===== config.mk =====
export PLATFORM = sky130hd
export DESIGN_NAME = oven_countdown_timer_controller_top_flat
export DESIGN_NICKNAME = d
export VERILOG_FILES = /design/src/octc_pkg.sv /design/src/octc_if.sv /design/src/octc_cfg.sv /design/src/octc_core.sv /design/src/oven_countdown_timer_controller_top.sv /design/src/flat_wrapper.sv
export SDC_FILE = /design/constraint.sdc
export NUM_CORES = 1
export LEC_CHECK = 0
export ABC_AREA = 1
export ABC_CLOCK_PERIOD_IN_PS = 9900
export BUFFER_PORTS_ARGS = -buffer_cell sky130_fd_sc_hd__clkbuf_2
export CORE_MARGIN = 5
export CORE_UTILIZATION = 41
export DETAILED_ROUTE_END_ITERATION = 12
export SYNTH_ARGS = -nofsm -noshare
export SYNTH_HDL_FRONTEND = slang
export SYNTH_SLANG_ARGS = --single-unit

===== constraint.sdc =====
create_clock -name clk_i -period 9.9 [get_ports clk_i]
set_clock_uncertainty 0.1 [all_clocks]
set_input_delay 1.98 -clock clk_i [delete_from_list [all_inputs] [get_ports clk_i]]
set_output_delay 1.98 -clock clk_i [all_outputs]
set_load 0.1 [all_outputs]

===== src/octc_pkg.sv =====
// ----------------------------------------------------------------------------
// Oven countdown timer controller package
// Types, codes, reset values and small helper functions.
// ----------------------------------------------------------------------------
package octc_pkg;

  localparam int unsigned TEMP_WIDTH_DEF = 12;
  localparam int unsigned TEMP_LIMIT_W   = 12;
  localparam int unsigned TICKS_W        = 10;
  localparam int unsigned MIN_W          = 7;
  localparam int unsigned LP_W           = 3;
  localparam int unsigned CFG_IDX_W      = 3;
  localparam int unsigned CFG_DATA_W     = 12;
  localparam int unsigned BAR_W          = 4;

  // register indexes
  localparam logic [CFG_IDX_W-1:0] CFG_TEMP_LIMIT       = 3'd0;
  localparam logic [CFG_IDX_W-1:0] CFG_TICKS_PER_MINUTE = 3'd1;
  localparam logic [CFG_IDX_W-1:0] CFG_MINUTE_WRAP      = 3'd2;
  localparam logic [CFG_IDX_W-1:0] CFG_LONG_PRESS_STEP  = 3'd3;
  localparam logic [CFG_IDX_W-1:0] CFG_HEATER_LEVEL     = 3'd4;

  // reset values
  localparam logic [TEMP_LIMIT_W-1:0] TEMP_LIMIT_RST       = 12'd200;
  localparam logic [TICKS_W-1:0]      TICKS_PER_MINUTE_RST = 10'd600;
  localparam logic [MIN_W-1:0]        MINUTE_WRAP_RST      = 7'd120;
  localparam logic [MIN_W-1:0]        LONG_PRESS_STEP_RST  = 7'd10;
  localparam logic                    HEATER_LEVEL_RST     = 1'b1;

  // button and switch codes
  localparam logic [1:0] BTN_OFF   = 2'd0;
  localparam logic [1:0] BTN_PRESS = 2'd1;
  localparam logic [1:0] BTN_LONG  = 2'd2;
  localparam logic [1:0] SW_OFF    = 2'd0;
  localparam logic [1:0] SW_ON     = 2'd1;

  // mode codes as seen on the result beat
  localparam logic [1:0] MODE_CODE_ADJUST   = 2'd0;
  localparam logic [1:0] MODE_CODE_HEATING  = 2'd1;
  localparam logic [1:0] MODE_CODE_FINISHED = 2'd2;
  localparam logic [1:0] MODE_CODE_ERROR    = 2'd3;

  // seconds bar and refresh constants
  localparam logic [TICKS_W-1:0] BAR_FULL_TICKS = 10'd600;
  localparam logic [BAR_W-1:0]   BAR_MAX        = 4'd12;
  localparam logic [5:0]         REFRESH_PERIOD = 6'd50;
  localparam logic [5:0]         DIV50_MUL      = 6'd41;
  localparam int unsigned        DIV50_SHIFT    = 11;

  typedef enum logic [3:0] {
    MODE_ADJUST   = 4'b0001,
    MODE_HEATING  = 4'b0010,
    MODE_FINISHED = 4'b0100,
    MODE_ERROR    = 4'b1000
  } mode_e;

  typedef struct packed {
    logic [TEMP_LIMIT_W-1:0] temp_limit;
    logic [TICKS_W-1:0]      ticks_per_minute;
    logic [MIN_W-1:0]        minute_wrap;
    logic [MIN_W-1:0]        long_press_step;
    logic                    heater_active_level;
  } cfg_t;

  function automatic logic [1:0] mode_code(input mode_e m);
    logic [1:0] c;
    case (m)
      MODE_ADJUST:   c = MODE_CODE_ADJUST;
      MODE_HEATING:  c = MODE_CODE_HEATING;
      MODE_FINISHED: c = MODE_CODE_FINISHED;
      MODE_ERROR:    c = MODE_CODE_ERROR;
      default:       c = MODE_CODE_ADJUST;
    endcase
    return c;
  endfunction

  function automatic logic [MIN_W-1:0] add_minutes(input logic [MIN_W-1:0] cur,
                                                   input logic [MIN_W-1:0] amt,
                                                   input logic [MIN_W-1:0] wrap);
    logic [MIN_W:0] sum;
    sum = {1'b0, cur} + {1'b0, amt};
    if (sum >= {1'b0, wrap}) begin
      return '0;
    end
    return sum[MIN_W-1:0];
  endfunction

  // exact quotient by 50 for any 10-bit value
  function automatic logic [4:0] div50(input logic [TICKS_W-1:0] v);
    logic [15:0] p;
    p = {6'b0, v} * {10'b0, DIV50_MUL};
    return p[15:DIV50_SHIFT];
  endfunction

  function automatic logic mult_of_50(input logic [TICKS_W-1:0] v);
    logic [10:0] prod;
    prod = {6'b0, div50(v)} * {5'b0, REFRESH_PERIOD};
    return prod[TICKS_W-1:0] == v;
  endfunction

  function automatic logic [BAR_W-1:0] bar_count(input logic [TICKS_W-1:0] v);
    logic [4:0] q;
    q = div50(v);
    if (v >= BAR_FULL_TICKS) begin
      return BAR_MAX;
    end
    return q[BAR_W-1:0];
  endfunction

endpackage


===== src/octc_if.sv =====
// ----------------------------------------------------------------------------
// Oven countdown timer controller channels
// Valid/ready interfaces for the tick input and the result output.
// ----------------------------------------------------------------------------
interface octc_in_if #(
  parameter int unsigned TEMP_WIDTH = octc_pkg::TEMP_WIDTH_DEF
);
  logic                  valid;
  logic                  ready;
  logic [TEMP_WIDTH-1:0] temperature;
  logic [1:0]            push_button;
  logic [1:0]            switch_state;

  modport source (output valid, temperature, push_button, switch_state, input ready);
  modport sink (input valid, temperature, push_button, switch_state, output ready);
endinterface

interface octc_out_if;
  logic       valid;
  logic       ready;
  logic       heater_drive;
  logic [1:0] mode;
  logic [6:0] minutes;
  logic       display_refresh;
  logic [3:0] bar_count;

  modport source (output valid, heater_drive, mode, minutes, display_refresh, bar_count,
                  input ready);
  modport sink (input valid, heater_drive, mode, minutes, display_refresh, bar_count,
                output ready);
endinterface


===== src/octc_cfg.sv =====
// ----------------------------------------------------------------------------
// Oven countdown timer controller configuration registers
// Write-only register file, indexed by the configuration port.
// ----------------------------------------------------------------------------
module octc_cfg (
  input  logic                                 clk_i,
  input  logic                                 rst_ni,
  input  logic                                 cfg_we_i,
  input  logic [octc_pkg::CFG_IDX_W-1:0]       cfg_idx_i,
  input  logic [octc_pkg::CFG_DATA_W-1:0]      cfg_wdata_i,
  output octc_pkg::cfg_t                       cfg_o
);

  octc_pkg::cfg_t cfg_q, cfg_d;

  always_comb begin
    cfg_d = cfg_q;
    if (cfg_we_i) begin
      case (cfg_idx_i)
        octc_pkg::CFG_TEMP_LIMIT:
          cfg_d.temp_limit = cfg_wdata_i[octc_pkg::TEMP_LIMIT_W-1:0];
        octc_pkg::CFG_TICKS_PER_MINUTE:
          cfg_d.ticks_per_minute = cfg_wdata_i[octc_pkg::TICKS_W-1:0];
        octc_pkg::CFG_MINUTE_WRAP:
          cfg_d.minute_wrap = cfg_wdata_i[octc_pkg::MIN_W-1:0];
        octc_pkg::CFG_LONG_PRESS_STEP:
          cfg_d.long_press_step = cfg_wdata_i[octc_pkg::MIN_W-1:0];
        octc_pkg::CFG_HEATER_LEVEL:
          cfg_d.heater_active_level = cfg_wdata_i[0];
        default: ;
      endcase
    end
  end

  always_ff @(posedge clk_i or negedge rst_ni) begin
    if (!rst_ni) begin
      cfg_q.temp_limit          <= octc_pkg::TEMP_LIMIT_RST;
      cfg_q.ticks_per_minute    <= octc_pkg::TICKS_PER_MINUTE_RST;
      cfg_q.minute_wrap         <= octc_pkg::MINUTE_WRAP_RST;
      cfg_q.long_press_step     <= octc_pkg::LONG_PRESS_STEP_RST;
      cfg_q.heater_active_level <= octc_pkg::HEATER_LEVEL_RST;
    end else begin
      cfg_q <= cfg_d;
    end
  end

  assign cfg_o = cfg_q;

endmodule


===== src/octc_core.sv =====
// ----------------------------------------------------------------------------
// Oven countdown timer controller core
// Input register, per-tick state update and result register.
// ----------------------------------------------------------------------------
module octc_core #(
  parameter int unsigned TEMP_WIDTH = octc_pkg::TEMP_WIDTH_DEF
) (
  input  logic                              clk_i,
  input  logic                              rst_ni,
  input  octc_pkg::cfg_t                    cfg_i,
  input  logic                              in_valid_i,
  output logic                              in_ready_o,
  input  logic [TEMP_WIDTH-1:0]             temperature_i,
  input  logic [1:0]                        push_button_i,
  input  logic [1:0]                        switch_state_i,
  output logic                              out_valid_o,
  input  logic                              out_ready_i,
  output logic                              heater_drive_o,
  output logic [1:0]                        mode_o,
  output logic [octc_pkg::MIN_W-1:0]        minutes_o,
  output logic                              display_refresh_o,
  output logic [octc_pkg::BAR_W-1:0]        bar_count_o
);

  localparam int unsigned CMP_W =
    (TEMP_WIDTH > octc_pkg::TEMP_LIMIT_W) ? TEMP_WIDTH : octc_pkg::TEMP_LIMIT_W;

  // input stage
  logic                  in_v_q;
  logic [TEMP_WIDTH-1:0] temp_q;
  logic [1:0]            btn_q;
  logic [1:0]            sw_q;

  // controller state
  octc_pkg::mode_e                mode_q, mode_d;
  logic [octc_pkg::MIN_W-1:0]     mc_q, mc_d;
  logic [octc_pkg::TICKS_W-1:0]   cd_q, cd_d;
  logic [1:0]                     last_q;
  logic [octc_pkg::LP_W-1:0]      lpt_q, lpt_d;

  // result stage
  logic                           out_v_q;
  logic                           heater_q, heater_d;
  logic [1:0]                     mode_code_q;
  logic [octc_pkg::MIN_W-1:0]     min_q;
  logic                           refresh_q, refresh_d;
  logic [octc_pkg::BAR_W-1:0]     bar_q, bar_d;

  logic advance;
  logic over_temp;

  assign advance    = in_v_q && (!out_v_q || out_ready_i);
  assign in_ready_o = !in_v_q || advance;
  assign over_temp  = CMP_W'(temp_q) > CMP_W'(cfg_i.temp_limit);

  always_comb begin
    mode_d    = mode_q;
    mc_d      = mc_q;
    cd_d      = cd_q;
    lpt_d     = lpt_q;
    refresh_d = 1'b0;
    if (over_temp) begin
      mode_d    = octc_pkg::MODE_ERROR;
      mc_d      = '0;
      cd_d      = cfg_i.ticks_per_minute;
      refresh_d = 1'b1;
    end else begin
      case (mode_q)
        octc_pkg::MODE_ADJUST: begin
          if (btn_q == octc_pkg::BTN_PRESS && last_q == octc_pkg::BTN_OFF) begin
            mc_d      = octc_pkg::add_minutes(mc_q, 7'd1, cfg_i.minute_wrap);
            refresh_d = 1'b1;
          end else if (btn_q == octc_pkg::BTN_LONG) begin
            lpt_d = lpt_q + 3'd1;
            if (lpt_d == '0) begin
              mc_d      = octc_pkg::add_minutes(mc_q, cfg_i.long_press_step,
                                                cfg_i.minute_wrap);
              refresh_d = 1'b1;
            end
          end
          if (sw_q == octc_pkg::SW_ON && mc_d != '0) begin
            mode_d    = octc_pkg::MODE_HEATING;
            refresh_d = 1'b1;
          end
        end
        octc_pkg::MODE_HEATING: begin
          if (sw_q != octc_pkg::SW_OFF) begin
            if (cd_q <= 10'd1) begin
              cd_d = cfg_i.ticks_per_minute;
              if (mc_q <= 7'd1) begin
                mc_d   = '0;
                mode_d = octc_pkg::MODE_FINISHED;
              end else begin
                mc_d = mc_q - 7'd1;
              end
              refresh_d = 1'b1;
            end else begin
              cd_d = cd_q - 10'd1;
              if (octc_pkg::mult_of_50(cd_d)) begin
                refresh_d = 1'b1;
              end
            end
          end else begin
            mode_d    = octc_pkg::MODE_ADJUST;
            refresh_d = 1'b1;
          end
        end
        default: begin
          if (sw_q == octc_pkg::SW_OFF) begin
            mode_d    = octc_pkg::MODE_ADJUST;
            refresh_d = 1'b1;
          end
        end
      endcase
    end

    if (mode_d == octc_pkg::MODE_HEATING) begin
      bar_d    = octc_pkg::bar_count(cd_d);
      heater_d = cfg_i.heater_active_level;
    end else begin
      bar_d    = '0;
      heater_d = !cfg_i.heater_active_level;
    end
  end

  always_ff @(posedge clk_i or negedge rst_ni) begin
    if (!rst_ni) begin
      in_v_q  <= 1'b0;
      out_v_q <= 1'b0;
      mode_q  <= octc_pkg::MODE_ADJUST;
      mc_q    <= '0;
      cd_q    <= octc_pkg::TICKS_PER_MINUTE_RST;
      last_q  <= octc_pkg::BTN_OFF;
      lpt_q   <= '0;
    end else begin
      if (in_ready_o) begin
        in_v_q <= in_valid_i;
      end
      if (advance) begin
        out_v_q <= 1'b1;
        mode_q  <= mode_d;
        mc_q    <= mc_d;
        cd_q    <= cd_d;
        last_q  <= btn_q;
        lpt_q   <= lpt_d;
      end else if (out_ready_i) begin
        out_v_q <= 1'b0;
      end
    end
  end

  always_ff @(posedge clk_i) begin
    if (in_ready_o && in_valid_i) begin
      temp_q <= temperature_i;
      btn_q  <= push_button_i;
      sw_q   <= switch_state_i;
    end
    if (advance) begin
      heater_q    <= heater_d;
      mode_code_q <= octc_pkg::mode_code(mode_d);
      min_q       <= mc_d;
      refresh_q   <= refresh_d;
      bar_q       <= bar_d;
    end
  end

  assign out_valid_o       = out_v_q;
  assign heater_drive_o    = heater_q;
  assign mode_o            = mode_code_q;
  assign minutes_o         = min_q;
  assign display_refresh_o = refresh_q;
  assign bar_count_o       = bar_q;

endmodule


===== src/oven_countdown_timer_controller_top.sv =====
// ----------------------------------------------------------------------------
// Oven countdown timer controller
// Per-tick timer, button and temperature supervision for an oven heater.
// ----------------------------------------------------------------------------
// Usage:
//   in_if carries one tick beat: temperature sample, push button, switch.
//   out_if returns exactly one result beat per tick: heater pin level, mode,
//   minutes, display refresh flag and seconds bar count.
//   cfg_we_i/cfg_idx_i/cfg_wdata_i write the five settings; write only while
//   no tick is in flight.
// Path: a tick beat is taken into the input register, then its result is
//   written into the result register.
// Throughput: one tick per cycle while out_if.ready stays high; the state
//   update loops through the core's next-state logic with no other register.
// Reset: mode adjust, minutes 0, countdown 600, settings at defaults, both
//   channels empty.
// Stall: while out_if.ready is low the result holds; one more tick may sit in
//   the input register, after which in_if.ready drops.
// ----------------------------------------------------------------------------
module oven_countdown_timer_controller_top #(
  parameter int unsigned TEMP_WIDTH = octc_pkg::TEMP_WIDTH_DEF
) (
  input  logic                              clk_i,
  input  logic                              rst_ni,
  octc_in_if.sink                           in_if,
  octc_out_if.source                        out_if,
  input  logic                              cfg_we_i,
  input  logic [octc_pkg::CFG_IDX_W-1:0]    cfg_idx_i,
  input  logic [octc_pkg::CFG_DATA_W-1:0]   cfg_wdata_i
);

  octc_pkg::cfg_t cfg;

  octc_cfg u_cfg (
    .clk_i       (clk_i),
    .rst_ni      (rst_ni),
    .cfg_we_i    (cfg_we_i),
    .cfg_idx_i   (cfg_idx_i),
    .cfg_wdata_i (cfg_wdata_i),
    .cfg_o       (cfg)
  );

  octc_core #(
    .TEMP_WIDTH (TEMP_WIDTH)
  ) u_core (
    .clk_i             (clk_i),
    .rst_ni            (rst_ni),
    .cfg_i             (cfg),
    .in_valid_i        (in_if.valid),
    .in_ready_o        (in_if.ready),
    .temperature_i     (in_if.temperature),
    .push_button_i     (in_if.push_button),
    .switch_state_i    (in_if.switch_state),
    .out_valid_o       (out_if.valid),
    .out_ready_i       (out_if.ready),
    .heater_drive_o    (out_if.heater_drive),
    .mode_o            (out_if.mode),
    .minutes_o         (out_if.minutes),
    .display_refresh_o (out_if.display_refresh),
    .bar_count_o       (out_if.bar_count)
  );

endmodule


===== src/flat_wrapper.sv =====
// flat-port wrapper written by rule: the top's interface ports become plain ports
module oven_countdown_timer_controller_top_flat 
#(
  parameter int unsigned TEMP_WIDTH = octc_pkg::TEMP_WIDTH_DEF
)
  (clk_i, rst_ni, cfg_we_i, cfg_idx_i, cfg_wdata_i, in_if_valid, in_if_temperature, in_if_push_button, in_if_switch_state, in_if_ready, out_if_valid, out_if_heater_drive, out_if_mode, out_if_minutes, out_if_display_refresh, out_if_bar_count, out_if_ready);
  octc_in_if #(.TEMP_WIDTH(TEMP_WIDTH)) in_if_i ();
  octc_out_if out_if_i ();
  input  logic clk_i;
  input  logic rst_ni;
  input  logic cfg_we_i;
  input  logic [octc_pkg::CFG_IDX_W-1:0] cfg_idx_i;
  input  logic [octc_pkg::CFG_DATA_W-1:0] cfg_wdata_i;
  input wire logic [$bits(in_if_i.valid)-1:0] in_if_valid;
  input wire logic [$bits(in_if_i.temperature)-1:0] in_if_temperature;
  input wire logic [$bits(in_if_i.push_button)-1:0] in_if_push_button;
  input wire logic [$bits(in_if_i.switch_state)-1:0] in_if_switch_state;
  output wire logic [$bits(in_if_i.ready)-1:0] in_if_ready;
  output wire logic [$bits(out_if_i.valid)-1:0] out_if_valid;
  output wire logic [$bits(out_if_i.heater_drive)-1:0] out_if_heater_drive;
  output wire logic [$bits(out_if_i.mode)-1:0] out_if_mode;
  output wire logic [$bits(out_if_i.minutes)-1:0] out_if_minutes;
  output wire logic [$bits(out_if_i.display_refresh)-1:0] out_if_display_refresh;
  output wire logic [$bits(out_if_i.bar_count)-1:0] out_if_bar_count;
  input wire logic [$bits(out_if_i.ready)-1:0] out_if_ready;
  assign in_if_i.valid = in_if_valid;
  assign in_if_i.temperature = in_if_temperature;
  assign in_if_i.push_button = in_if_push_button;
  assign in_if_i.switch_state = in_if_switch_state;
  assign in_if_ready = in_if_i.ready;
  assign out_if_valid = out_if_i.valid;
  assign out_if_heater_drive = out_if_i.heater_drive;
  assign out_if_mode = out_if_i.mode;
  assign out_if_minutes = out_if_i.minutes;
  assign out_if_display_refresh = out_if_i.display_refresh;
  assign out_if_bar_count = out_if_i.bar_count;
  assign out_if_i.ready = out_if_ready;
  oven_countdown_timer_controller_top #(.TEMP_WIDTH(TEMP_WIDTH)) u_core (.clk_i(clk_i), .rst_ni(rst_ni), .in_if(in_if_i), .out_if(out_if_i), .cfg_we_i(cfg_we_i), .cfg_idx_i(cfg_idx_i), .cfg_wdata_i(cfg_wdata_i));
endmodule

==> PnR_summary.wiki, run 1 <==
{| class="wikitable"
! Metric !! Value
|-
| Result of the run || completed
|-
| Avg Inst Size Synth || 7.927 sq um
|-
| Count of mapped cells out of synthesis || 987
|-
| Combined area of all synthesized cells || 0.007824 sq mm
|-
| Kind of launch point of the worst setup path || flop
|-
| Worst max-slew margin expressed relative to the limit || 0.4424
|-
| Total of buffers placed on input and output ports || 52
|-
| Crit path max-delay cell type || sky130_fd_sc_hd__fa_1
|-
| Highest clock rate || 155.1 MHz
|-
| Number of global-route vias before repair || 5994
|-
| Die outline width || 148.1 um
|-
| Required arrival time at the worst endpoint || 10020 ps
|-
| Number of routed nets with antenna violations || 0
|-
| Crit path largest cell delay || 500 ps
|-
| Hold/Removal Path Class || reg2reg
|-
| # clock sinks || 96
|-
| Crit path capture type || flop
|-
| Area of combinational cells with multiple inputs || 0.004541 sq mm
|-
| Adder and majority cell fraction of the synthesized area || 0.2076
|-
| Source of the worst hold timing path || u_core.u_cfg.cfg_o[29]
|-
| Clock tree root driver cell || sky130_fd_sc_hd__clkbuf_16
|-
| Length of the first detailed-routing pass in iterations || 5
|-
| Endpoint, Worst Hold || u_core.u_cfg.cfg_o[29]
|-
| M2 GR Usage || 0.2617
|-
| 1st-iter DRT viols || 231
|-
| Post-synthesis sequential area ratio || 0.3299
|-
| Setup TNS || 0 ps
|-
| Die Area || 0.02195 sq mm
|-
| Slack of the worst reg-to-reg path || 3450 ps
|-
| Period minus WS final || 6446 ps
|-
| Critical path buffer and inverter count || 9
|-
| Most repeated library cell on the critical path || sky130_fd_sc_hd__ha_1
|-
| Synth Warn # || 0
|-
| H-tree lvl count || 3
|-
| Clock latency on the worst-skew pair || 350 ps
|-
| Total of fill cells in the finished design || 1907
|-
| Count of pins over their slew limit || 0
|-
| Synth Register Bits || 96
|-
| Global Route met1 Usage || 0.2384
|-
| Nets || 1195
|-
| Number of max-cap violations || 0
|-
| Main combinational cell family by area after synthesis || simple AND/OR/NAND/NOR gates
|-
| Worst flop-to-flop path startpoint || u_core.u_core.cd_q[0]
|-
| Half-perimeter wire length after detailed placement || 14130 um
|-
| Worst EP arrival || 6560 ps
|-
| Vias after detailed routing || 6216
|-
| Routability-driven placement congestion ratio || 0.8333
|-
| Kind of critical path || reg2reg
|-
| Detailed Route WL || 17490 um
|-
| Overflow left after global routing || 0
|-
| Via count normalized by instance count || 4.883
|-
| Post-route core utilization || 0.4579
|-
| Buffer depth of the longest clock path || 2
|-
| Cell count of the worst reg-to-reg path || 36
|-
| Fraction of final layout cells sized beyond drive strength 1 || 0.1290
|-
| Crit-path leading delay family || adder cells
|-
| GR Util met3 || 0.01980
|-
| Post-detailed-route wirelength per cell || 13.74 um
|-
| Post-CTS setup repair buffer count || 0
|-
| Pin count of the biggest net entering global routing || 66
|-
| Hold violation count in the final report || 0
|-
| Worst hold path stage count || 2
|-
| Floorplan die height || 148.1 um
|-
| CTS buffer count || 9
|-
| Compound-gate portion of the synthesized area || 0.1151
|-
| Multiplexer fraction of the synthesized cell area || 0.001439
|-
| Antenna fix cells || 0
|-
| Global-route layer with the greatest usage || met2
|-
| Antenna violations before repair || 0
|-
| CTS clock-pin slew for the worst setup and hold paths || 70 ps
|-
| Count of different cell masters after synthesis || 50
|-
| Area occupied by registers || 0.002581 sq mm
|-
| Area of the core || 0.01877 sq mm
|-
| CTS tree || yes
|-
| Post-CTS Hold Buffers || 0
|-
| Xor and xnor area share after synthesis || 0.04222
|-
| Initial core utilization || 0.4169
|-
| RSZ-0062 raised after global routing || false
|-
| Global Route Usage Sum || 0.1661
|-
| Maximum fanout encountered on the critical timing path || 10
|-
| Residual DRC count || 0
|-
| Least-Margin Pin Slew || 836.4 ps
|-
| Number of resized instances in the post-cts repair step || 0
|-
| Area fraction in and, or, nand and nor cells after synthesis || 0.2140
|-
| Post-synth net total || 1148
|-
| First-pass GRT wire length || 29800 um
|-
| Row cnt || 50
|-
| Capture point of the worst reg-to-reg path || u_core.u_core.display_refresh_o
|-
| Boundary Pins || 53
|-
| Synth-to-layout area growth || 9.835%
|-
| # setup viols final || 0
|-
| Final clock period utilization by the worst path || 0.6511
|}
[area by class of cell]
cell class,instances,share of cell area
flip-flops and latches,96,0.3004
well taps,234,0.03407
inverters,166,0.07251
clock inverters,7,0.006407
multi-input cells,707,0.5284
repair buffers,54,0.03203
clock buffers,9,0.02621
[worst max path at each step]
| stage | from | to | depth (start not counted) |
|---|---|---|---|
| floorplan | u_core.u_core.cd_q[0] | u_core.u_core.display_refresh_o | 36 |
| global placement | u_core.u_core.cd_q[0] | u_core.u_core.display_refresh_o | 36 |
| detailed placement | u_core.u_core.cd_q[0] | u_core.u_core.display_refresh_o | 36 |
| CTS | u_core.u_core.cd_q[0] | u_core.u_core.display_refresh_o | 36 |
| global route | u_core.u_core.cd_q[0] | u_core.u_core.display_refresh_o | 36 |
| finish | u_core.u_core.cd_q[0] | u_core.u_core.display_refresh_o | 36 |
[registers in the layout, indices dropped and copies added (netlist names), 3 cells and up]
register,flops
u_core.u_core.temp_q,12
u_core.u_core.lpt_q,3
u_core.u_core.minutes_o,7
u_core.u_cfg.cfg_o,37
u_core.u_core.cd_q,10
u_core.u_core.bar_count_o,4
u_core.u_core.mode_q,4
u_core.u_core.mc_q,7
[worst reg2reg max path: cells and delay by family, from the launching register on]
kind            cells  cell delay [ps]
compound gates      2              380
xor+xnor            4             1010
fa+ha+maj           9             2740
buf+inv             9              660
flops               1              390
simple gates       12             1040
[cell usage after synthesis (all sizes together)]
| cell | number | share of area |
|---|---|---|
| a2111oi | 1 | 0.0011 |
| a21o | 2 | 0.0019 |
| a21oi | 41 | 0.026 |
| a221oi | 3 | 0.0034 |
| a22oi | 1 | 0.00096 |
| a2bb2oi | 1 | 0.0011 |
| a31o | 1 | 0.0011 |
| a31oi | 7 | 0.0056 |
| and2 | 1 | 0.00080 |
| and3 | 1 | 0.00080 |
| buf | 7 | 0.0048 |
| clkbuf | 11 | 0.0053 |
| clkinv | 1 | 0.00048 |
| dfrtp | 46 | 0.15 |
| dfstp | 19 | 0.064 |
| edfxtp | 31 | 0.12 |
| fa | 8 | 0.020 |
| ha | 117 | 0.19 |
| inv | 165 | 0.079 |
| mux2 | 1 | 0.0014 |
| nand2 | 230 | 0.11 |
| nand3 | 45 | 0.033 |
| nand3b | 1 | 0.00096 |
| nand4 | 13 | 0.010 |
| nor2 | 81 | 0.045 |
| nor3 | 7 | 0.0051 |
| o211ai | 5 | 0.0048 |
| o21a | 3 | 0.0029 |
| o21ai | 92 | 0.061 |
| o21bai | 3 | 0.0029 |
| o221ai | 1 | 0.0011 |
| o22ai | 1 | 0.00080 |
| or2 | 4 | 0.0032 |
| xnor2 | 13 | 0.015 |
| xor2 | 23 | 0.028 |
[per-layer routing]
metal / part of all wire / up-vias
li1: - / 3316
met1: 0.50 / 2759
met2: 0.45 / 122
met3: 0.035 / 19
met4: 0.018 / 0
met5: 0 / -
[stage by stage]
step	std cells	cell area (sq um)	setup slack (ps)	hold WS, ps
final	1273	8593	3454	386.5
after CTS	1273	8593	3388	389.2
after detailed placement	1257	8313	3417	365.9
after global placement	1257	8313	3664	365.6
after floorplan	987	7824	4000	349.6
after global routing	1273	8593	2804	411.4
[cells in the final DEF, fill, tap and decap left out, types with 3 or more instances in the layout]
cell,synthesis,layout
sky130_fd_sc_hd__xnor2_1,13,13
sky130_fd_sc_hd__nand2_1,218,218
sky130_fd_sc_hd__o21a_1,3,3
sky130_fd_sc_hd__o211ai_1,5,5
sky130_fd_sc_hd__o21ai_1,7,7
sky130_fd_sc_hd__nand3_1,41,41
sky130_fd_sc_hd__fa_1,8,8
sky130_fd_sc_hd__edfxtp_1,31,31
sky130_fd_sc_hd__clkbuf_2,0,51
sky130_fd_sc_hd__inv_1,154,154
sky130_fd_sc_hd__a21oi_1,41,41
sky130_fd_sc_hd__nor3_1,6,6
sky130_fd_sc_hd__xor2_1,21,21
sky130_fd_sc_hd__inv_2,11,11
sky130_fd_sc_hd__nor2_4,4,4
sky130_fd_sc_hd__nand4_1,13,13
sky130_fd_sc_hd__nor2_1,71,71
sky130_fd_sc_hd__inv_6,0,3
sky130_fd_sc_hd__nor2_2,6,6
sky130_fd_sc_hd__a31oi_1,7,7
sky130_fd_sc_hd__o21ai_0,82,82
sky130_fd_sc_hd__nand2_2,11,11
sky130_fd_sc_hd__o21bai_1,3,3
sky130_fd_sc_hd__a221oi_1,3,3
sky130_fd_sc_hd__ha_1,117,117
sky130_fd_sc_hd__dfrtp_1,46,46
sky130_fd_sc_hd__clkbuf_16,0,9
sky130_fd_sc_hd__dfstp_2,19,19
[logic make-up (layout without fill, tap and decap cells)]
logic type / after synthesis / in the layout
multiplexers: 1 / 1
AO/OA/AOI/OAI: 162 / 162
adder cells (fa/ha/maj): 125 / 125
XOR/XNOR: 36 / 36
flip-flops: 96 / 96
AND/OR/NAND/NOR: 383 / 383
buffers and inverters: 184 / 236
Power of run 1 is not shown: default switching activity piles up to over one toggle a cycle in this logic, so the estimate is an artifact.
==> run 2: changes to the inputs <==
ABC_AREA = 0   (was 1)
ABC_CLOCK_PERIOD_IN_PS = 5180   (was 9900)
clock period = 5.18 ns   (was 9.9 ns; I/O delays follow)
==> run 2 against run 1 <==
Compared with the run above: the flow now finishes with violations (setup timing); die area fell by 3.0%; final cell count fell by 13%; global-route usage rose by 0.35 points; fmax fell by 0.49%; flip-flop and latch count did not move; highest routed layer unchanged; final area rose by 7.4%; count of clock-buffer cells in the layout rose by 2.
==> PnR_summary.wiki, run 2 <==
{| class="wikitable"
! Metric !! Value
|-
| Routed length on met3 || 752 um (+23%)
|-
| H-tree lvl count || 3 (unchanged)
|-
| Highest clock rate || 154.4 MHz (-0.49%)
|-
| Count of pins over their slew limit || 0 (unchanged)
|-
| Row cnt || 49 (-2.0%)
|-
| Antenna fix cells || 0 (unchanged)
|-
| Nets || 1038 (-13%)
|-
| # setup viols final || 1 (+1)
|-
| Fraction of synthesis flops using an asynchronous set or reset pin || 0.6771 (unchanged)
|-
| Number of max-cap violations || 0 (unchanged)
|-
| Period minus WS final || 6477 ps (+31.92 ps)
|-
| Highest-count cells in the layout ignoring fill and taps || sky130_fd_sc_hd__ha_1, sky130_fd_sc_hd__nand2_1, sky130_fd_sc_hd__buf_4, sky130_fd_sc_hd__inv_1, sky130_fd_sc_hd__clkbuf_2
|-
| Kind of launch point of the worst setup path || flop
|-
| Count of different cell masters after synthesis || 76 (+52%)
|-
| Count of mapped cells out of synthesis || 764 (-23%)
|-
| Total of fill cells in the finished design || 1678 (-12%)
|-
| Antenna violations before repair || 0 (unchanged)
|-
| Non-Filler Instances || 1111 (-13%)
|-
| Post-detailed-route wirelength per cell || 15.96 um (+16%)
|-
| Source of the worst hold timing path || u_core.u_core.in_v_q
|-
| Buffer depth of the longest clock path || 2 (unchanged)
|-
| Fraction of final layout cells sized beyond drive strength 1 || 0.3050 (+0.1760)
|-
| Top-area cell type share of the netlist area || 0.1933 (+0.006182)
|-
| Met2 wire len || 8057 um (+2.5%)
|-
| # clock sinks || 96 (unchanged)
|-
| Cell with the most instances after synthesis || sky130_fd_sc_hd__ha_1
|-
| Vias after detailed routing || 5942 (-4.4%)
|-
| Kind of critical path || reg2reg
|-
| Top layer in use || met4
|-
| Post-route core utilization || 0.5103 (+0.05247)
|-
| Combined area of all synthesized cells || 0.007574 sq mm (-3.2%)
|-
| Leading post-synthesis cells by cell area || sky130_fd_sc_hd__ha_1, sky130_fd_sc_hd__dfrtp_1, sky130_fd_sc_hd__edfxtp_1, sky130_fd_sc_hd__dfstp_2, sky130_fd_sc_hd__mux2_2
|-
| RSZ-0062 raised after global routing || true
|-
| Die Area || 0.02129 sq mm (-3.0%)
|-
| Post-route met1 wirelength || 8573 um (-1.4%)
|-
| Least-Margin Pin Slew || 929.5 ps (+93.05 ps)
|-
| Clock tree root driver cell || sky130_fd_sc_hd__clkbuf_16
|-
| 1st-iter DRT viols || 232 (+0.43%)
|-
| DP Cell Count || 1088 (-13%)
|-
| Number of flip-flops in the largest register || 37 (unchanged)
|-
| Post-synthesis cell type with the largest combined area || sky130_fd_sc_hd__ha_1
|-
| Synth Warn # || 0 (unchanged)
|-
| Length of the first detailed-routing pass in iterations || 4 (-1)
|-
| Worst EP arrival || 6600 ps (+40 ps)
|-
| Worst flop-to-flop path startpoint || u_core.u_core.cd_q[0]
|-
| CTS clock-pin slew for the worst setup and hold paths || 70 ps (about the same)
|-
| Area occupied by registers || 0.002581 sq mm (unchanged)
|-
| Via count normalized by instance count || 5.348 (+9.5%)
|-
| Boundary Pins || 53 (unchanged)
|-
| Routability-driven placement congestion ratio || 0.8394 (+0.73%)
|-
| Worst max-slew margin expressed relative to the limit || 0.3803 (-0.06204)
|-
| Residual DRC count || 0 (unchanged)
|-
| Post-synth net total || 925 (-19%)
|-
| Number of routed nets with antenna violations || 0 (unchanged)
|-
| Area of combinational cells with multiple inputs || 0.004956 sq mm (+9.1%)
|-
| Launch point of the critical path || u_core.u_core.cd_q[0]
|-
| Synth-to-layout area growth || 21.87%
|-
| Pin count of the biggest net entering global routing || 39 (-41%)
|-
| Detailed Route WL || 17730 um (+1.4%)
|-
| Post-synthesis sequential area ratio || 0.3408 (+0.01090)
|-
| Slack of the worst reg-to-reg path || -1300 ps (-4750 ps)
|-
| Most repeated library cell on the critical path || sky130_fd_sc_hd__ha_4
|-
| Required arrival time at the worst endpoint || 5300 ps (-4720 ps)
|-
| Total of buffers placed on input and output ports || 52 (unchanged)
|-
| Fin worst setup slack || -1297 ps (-4752 ps)
|-
| Hold violation count in the final report || 0 (unchanged)
|-
| Area of the core || 0.01809 sq mm (-3.6%)
|-
| Most numerous cell types in the synthesized netlist || sky130_fd_sc_hd__ha_1, sky130_fd_sc_hd__nand2_1, sky130_fd_sc_hd__inv_1
|-
| Crit path max-delay cell type || sky130_fd_sc_hd__fa_1
|-
| Overflow left after global routing || 0 (unchanged)
|-
| Half-perimeter wire length after detailed placement || 13980 um (-1.1%)
|-
| Number of global-route vias before repair || 5759 (-3.9%)
|-
| CTS tree || yes
|-
| Final clock period utilization by the worst path || 1.250 (+0.5994)
|-
| Hold/Removal Path Class || reg2reg
|-
| Floorplan die height || 145.9 um (-1.5%)
|-
| Crit path largest cell delay || 490 ps (about the same)
|-
| Most frequently used flop master after synthesis || sky130_fd_sc_hd__dfrtp_1
|-
| Clock latency on the worst-skew pair || 350 ps (about the same)
|-
| Most common cell after layout, fill and taps aside || sky130_fd_sc_hd__ha_1
|-
| CTS buffer count || 9 (unchanged)
|-
| Result of the run || complete, but fails checks
|-
| Initial core utilization || 0.4187 (+0.001881)
|-
| Die outline width || 145.9 um (-1.5%)
|-
| First-pass GRT wire length || 29610 um (-0.65%)
|-
| Failing checks || setup timing
|-
| Maximum fanout encountered on the critical timing path || 3 (-7)
|-
| Synth Register Bits || 96 (unchanged)
|-
| Avg Inst Size Synth || 9.913 sq um (+25%)
|-
| Global Route Usage Sum || 0.1696 (+0.003452)
|-
| Number of flops mapped to enable cells by yosys || 31 (unchanged)
|-
| Crit path capture type || flop
|}
## run 2: worst paths after layout
path,end,cells past startpoint
min in group asynchronous,u_core.u_core.lpt_q[1],1
min reg2reg,u_core.u_core.out_valid_o,1
max reg2reg,u_core.u_core.display_refresh_o,32
max,u_core.u_core.display_refresh_o,32
max in group asynchronous,u_core.u_core.cd_q[6],2
min,u_core.u_core.out_valid_o,1
## run 2: cells by family after synthesis
group           synth area share
mux                      0.04758
fa+ha+maj                 0.2144
compound gates            0.1477
xor+xnor                 0.05535
simple gates              0.1431
flops                     0.3408
buf+inv                  0.05105
## run 2: metrics by stage
step	hold WS [ps]	worst slack, ps	instance area (sq um)	setup TNS, ps
floorplan	356.9	-1306	7677	-1306
global placement	380.8	-1279	8605	-1301
detailed placement	387.6	-1395	8605	-1435
CTS	397.5	-1359	8949	-1359
global route	416.7	-1630	9230	-1711
finish	393.1	-1297	9230	-1297
## run 2: cell type report
type	instances	share of cell area
Timing Repair Buffer	129	0.09245
Clock inverter	5	0.003796
Sequential cell	96	0.2797
Tap cell	229	0.03104
Clock buffer	11	0.02860
Inverter	67	0.02752
Multi-Input combinational cell	574	0.5369
## run 2: repair_timing
| item | 4_1_cts | 5_1_grt |
|---|---|---|
| pin swaps | 3 | 33 |
| hold endpoints to repair | 0 | 0 |
| resized for setup | 9 | 46 |
| setup buffers | 2 | 5 |
| endpoints found under the setup margin | 3 | 5 |
| hold buffers | 0 | 0 |
## run 2: worst max-delay path: cells and delay by family, from the launching register on
kind	cells	cell delay, ps
DFF	1	410
xor gates and xnor gates	3	470
AOI/OAI and AO/OA	6	1130
adders and majority gates	9	2330
and+or+nand+nor	9	1650
buffers and inverters	5	260
## run 2: layer usage
layer | up-vias | GRT usage
met1 | 2811 | 0.2447
met5 | - | 0
li1 | 2979 | -
met3 | 24 | 0.02398
met2 | 128 | 0.2656
met4 | 0 | 0.04891
Power of run 2 is left out for the same reason.
==> run 3: changes to the inputs <==
PLACE_DENSITY_LB_ADDON = 0.1   (was not set)
==> run 3 against run 2 <==
Compared with the run above: the flow still finishes with violations (setup timing); first-iteration DRC count rose by 15%; flip-flop and latch count stayed put; global-route usage grew 1.4 points; final cell count grew 0.45%; wire length grew 8.7%; die area stayed put; utilization decreased by 0.12 points; critical path type unchanged.
==> PnR_summary.wiki, run 3 (synthesized netlist as in run 2, its figures left out) <==
{| class="wikitable"
! Metric !! Value
|-
| CTS clock-pin slew for the worst setup and hold paths || 70 ps (about the same)
|-
| Fin worst setup slack || -1271 ps (+26.68 ps)
|-
| Failing checks || setup timing
|-
| Overflow left after global routing || 0 (unchanged)
|-
| Hold/Removal Path Class || reg2reg
|-
| Least-Margin Pin Slew || 1018 ps (+88.05 ps)
|-
| Clock latency on the worst-skew pair || 350 ps (about the same)
|-
| Post-detailed-route wirelength per cell || 17.26 um (+8.2%)
|-
| Length of the first detailed-routing pass in iterations || 4 (unchanged)
|-
| Detailed Route WL || 19260 um (+8.7%)
|-
| Pin count of the biggest net entering global routing || 42 (+7.7%)
|-
| Crit-path leading delay family || adder cells
|-
| Half-perimeter wire length after detailed placement || 15200 um (+8.7%)
|-
| Total of fill cells in the finished design || 1644 (-2.0%)
|-
| Area of the core || 0.01809 sq mm (unchanged)
|-
| Highest-count cells in the layout ignoring fill and taps || sky130_fd_sc_hd__ha_1, sky130_fd_sc_hd__buf_4, sky130_fd_sc_hd__nand2_1, sky130_fd_sc_hd__inv_1, sky130_fd_sc_hd__clkbuf_2
|-
| 1st-iter DRT viols || 267 (+15%)
|-
| Crit path largest cell delay || 480 ps (about the same)
|-
| Slack of the worst reg-to-reg path || -1270 ps (+30 ps)
|-
| Count of pins over their slew limit || 0 (unchanged)
|-
| Maximum fanout encountered on the critical timing path || 3 (unchanged)
|-
| Floorplan die height || 145.9 um (unchanged)
|-
| Hold violation count in the final report || 0 (unchanged)
|-
| Cell count along the critical path || 33 (+3.1%)
|-
| Most common cell after layout, fill and taps aside || sky130_fd_sc_hd__ha_1
|-
| Number of global-route vias before repair || 6239 (+8.3%)
|-
| Crit path capture type || flop
|-
| Area occupied by registers || 0.002581 sq mm (unchanged)
|-
| Final clock period utilization by the worst path || 1.245 (-0.005151)
|-
| Post-route core utilization || 0.5091 (-0.001245)
|-
| Row cnt || 49 (unchanged)
|-
| Global Route Usage Sum || 0.1841 (+0.01446)
|-
| Crit path max-delay cell type || sky130_fd_sc_hd__fa_1
|-
| Required arrival time at the worst endpoint || 5310 ps (about the same)
|-
| Period minus WS final || 6451 ps (-26.68 ps)
|-
| Routability-driven placement congestion ratio || 0.9182 (+9.4%)
|-
| Most repeated library cell on the critical path || sky130_fd_sc_hd__ha_4
|-
| Number of flip-flops in the largest register || 37 (unchanged)
|-
| H-tree lvl count || 3 (unchanged)
|-
| Post-CTS Hold Buffers || 0 (unchanged)
|-
| Kind of critical path || reg2reg
|-
| Die Area || 0.02129 sq mm (unchanged)
|-
| Result of the run || complete, but fails checks
|-
| Cell count of the worst reg-to-reg path || 33 (+3.1%)
|-
| Launch point of the critical path || u_core.u_core.cd_q[1]
|-
| Highest clock rate || 155.0 MHz (+0.41%)
|-
| RSZ-0062 raised after global routing || true
|-
| Clock tree root driver cell || sky130_fd_sc_hd__clkbuf_16
|-
| Worst flop-to-flop path startpoint || u_core.u_core.cd_q[1]
|-
| Number of max-cap violations || 0 (unchanged)
|-
| Antenna fix cells || 0 (unchanged)
|-
| Worst max-slew margin expressed relative to the limit || 0.3216 (-0.05870)
|-
| Nets || 1043 (+0.48%)
|-
| CTS tree || yes
|-
| Number of routed nets with antenna violations || 0 (unchanged)
|-
| Vias after detailed routing || 6029 (+1.5%)
|-
| Antenna violations before repair || 0 (unchanged)
|-
| Worst EP arrival || 6580 ps (-20 ps)
|-
| CTS buffer count || 9 (unchanged)
|-
| Die outline width || 145.9 um (unchanged)
|-
| Total of buffers placed on input and output ports || 52 (unchanged)
|-
| Buffer depth of the longest clock path || 2 (unchanged)
|-
| Initial core utilization || 0.4187 (unchanged)
|-
| # setup viols final || 1 (unchanged)
|-
| Boundary Pins || 53 (unchanged)
|-
| First-pass GRT wire length || 31800 um (+7.4%)
|-
| Worst setup endpoint || u_core.u_core.display_refresh_o
|-
| Area of combinational cells with multiple inputs || 0.004892 sq mm (-1.3%)
|-
| Via count normalized by instance count || 5.402 (+1.0%)
|-
| Fraction of final layout cells sized beyond drive strength 1 || 0.3010 (-0.003974)
|-
| Synth-to-layout area growth || 21.58%
|-
| Capture point of the worst reg-to-reg path || u_core.u_core.display_refresh_o
|-
| Kind of launch point of the worst setup path || flop
|-
| Residual DRC count || 0 (unchanged)
|-
| # clock sinks || 96 (unchanged)
|-
| Critical path buffer and inverter count || 7 (+2)
|}
[run 3: layout make-up]
class,count,share of cell area
clock buffers,11,0.02636
clock inverters,5,0.006930
inverters,67,0.02759
multi-input cells,574,0.5313
flip-flops and latches,96,0.2803
well taps,229,0.03112
repair buffers,134,0.09634
[run 3: metal layers]
metal	wire length, um	global-route usage	part of all wire
met5	0	0	0
met4	352	0.05508	0.018
met3	853	0.03239	0.044
met2	9111	0.3019	0.47
met1	8943	0.2492	0.46
[run 3: worst min path at each step]
stage	end	cells after the start	startpoint	slack, ps
finish	u_core.u_core.out_valid_o	1	u_core.u_core.in_v_q	400
CTS	u_core.u_core.lpt_q[2]	1	u_core.u_core.lpt_q[2]	400
global placement	u_core.u_core.out_valid_o	1	u_core.u_core.in_v_q	370
global route	u_core.u_core.lpt_q[2]	1	u_core.u_core.lpt_q[2]	420
detailed placement	u_core.u_core.lpt_q[2]	1	u_core.u_core.lpt_q[2]	380
floorplan	u_core.u_core.out_valid_o	1	u_core.u_core.in_v_q	360
[run 3: what timing repair did]
item                       CTS  global route
buffers inserted             4             9
pin swaps                   15            35
setup endpoints to repair    4             5
resized for setup            7            39
cloned                       0             0
[run 3: stage by stage]
stage | instance area [sq um] | std cells | setup TNS (ps) | setup WS (ps) | hold WS (ps)
global route | 9208 | 1116 | -1597 | -1495 | 417.4
CTS | 8979 | 1108 | -1327 | -1327 | 397.8
floorplan | 7677 | 764 | -1306 | -1306 | 356.9
detailed placement | 8605 | 1088 | -1471 | -1427 | 383.3
finish | 9208 | 1116 | -1271 | -1271 | 399.1
global placement | 8605 | 1088 | -1299 | -1299 | 371.8
Power of run 3 is left out for the same reason.
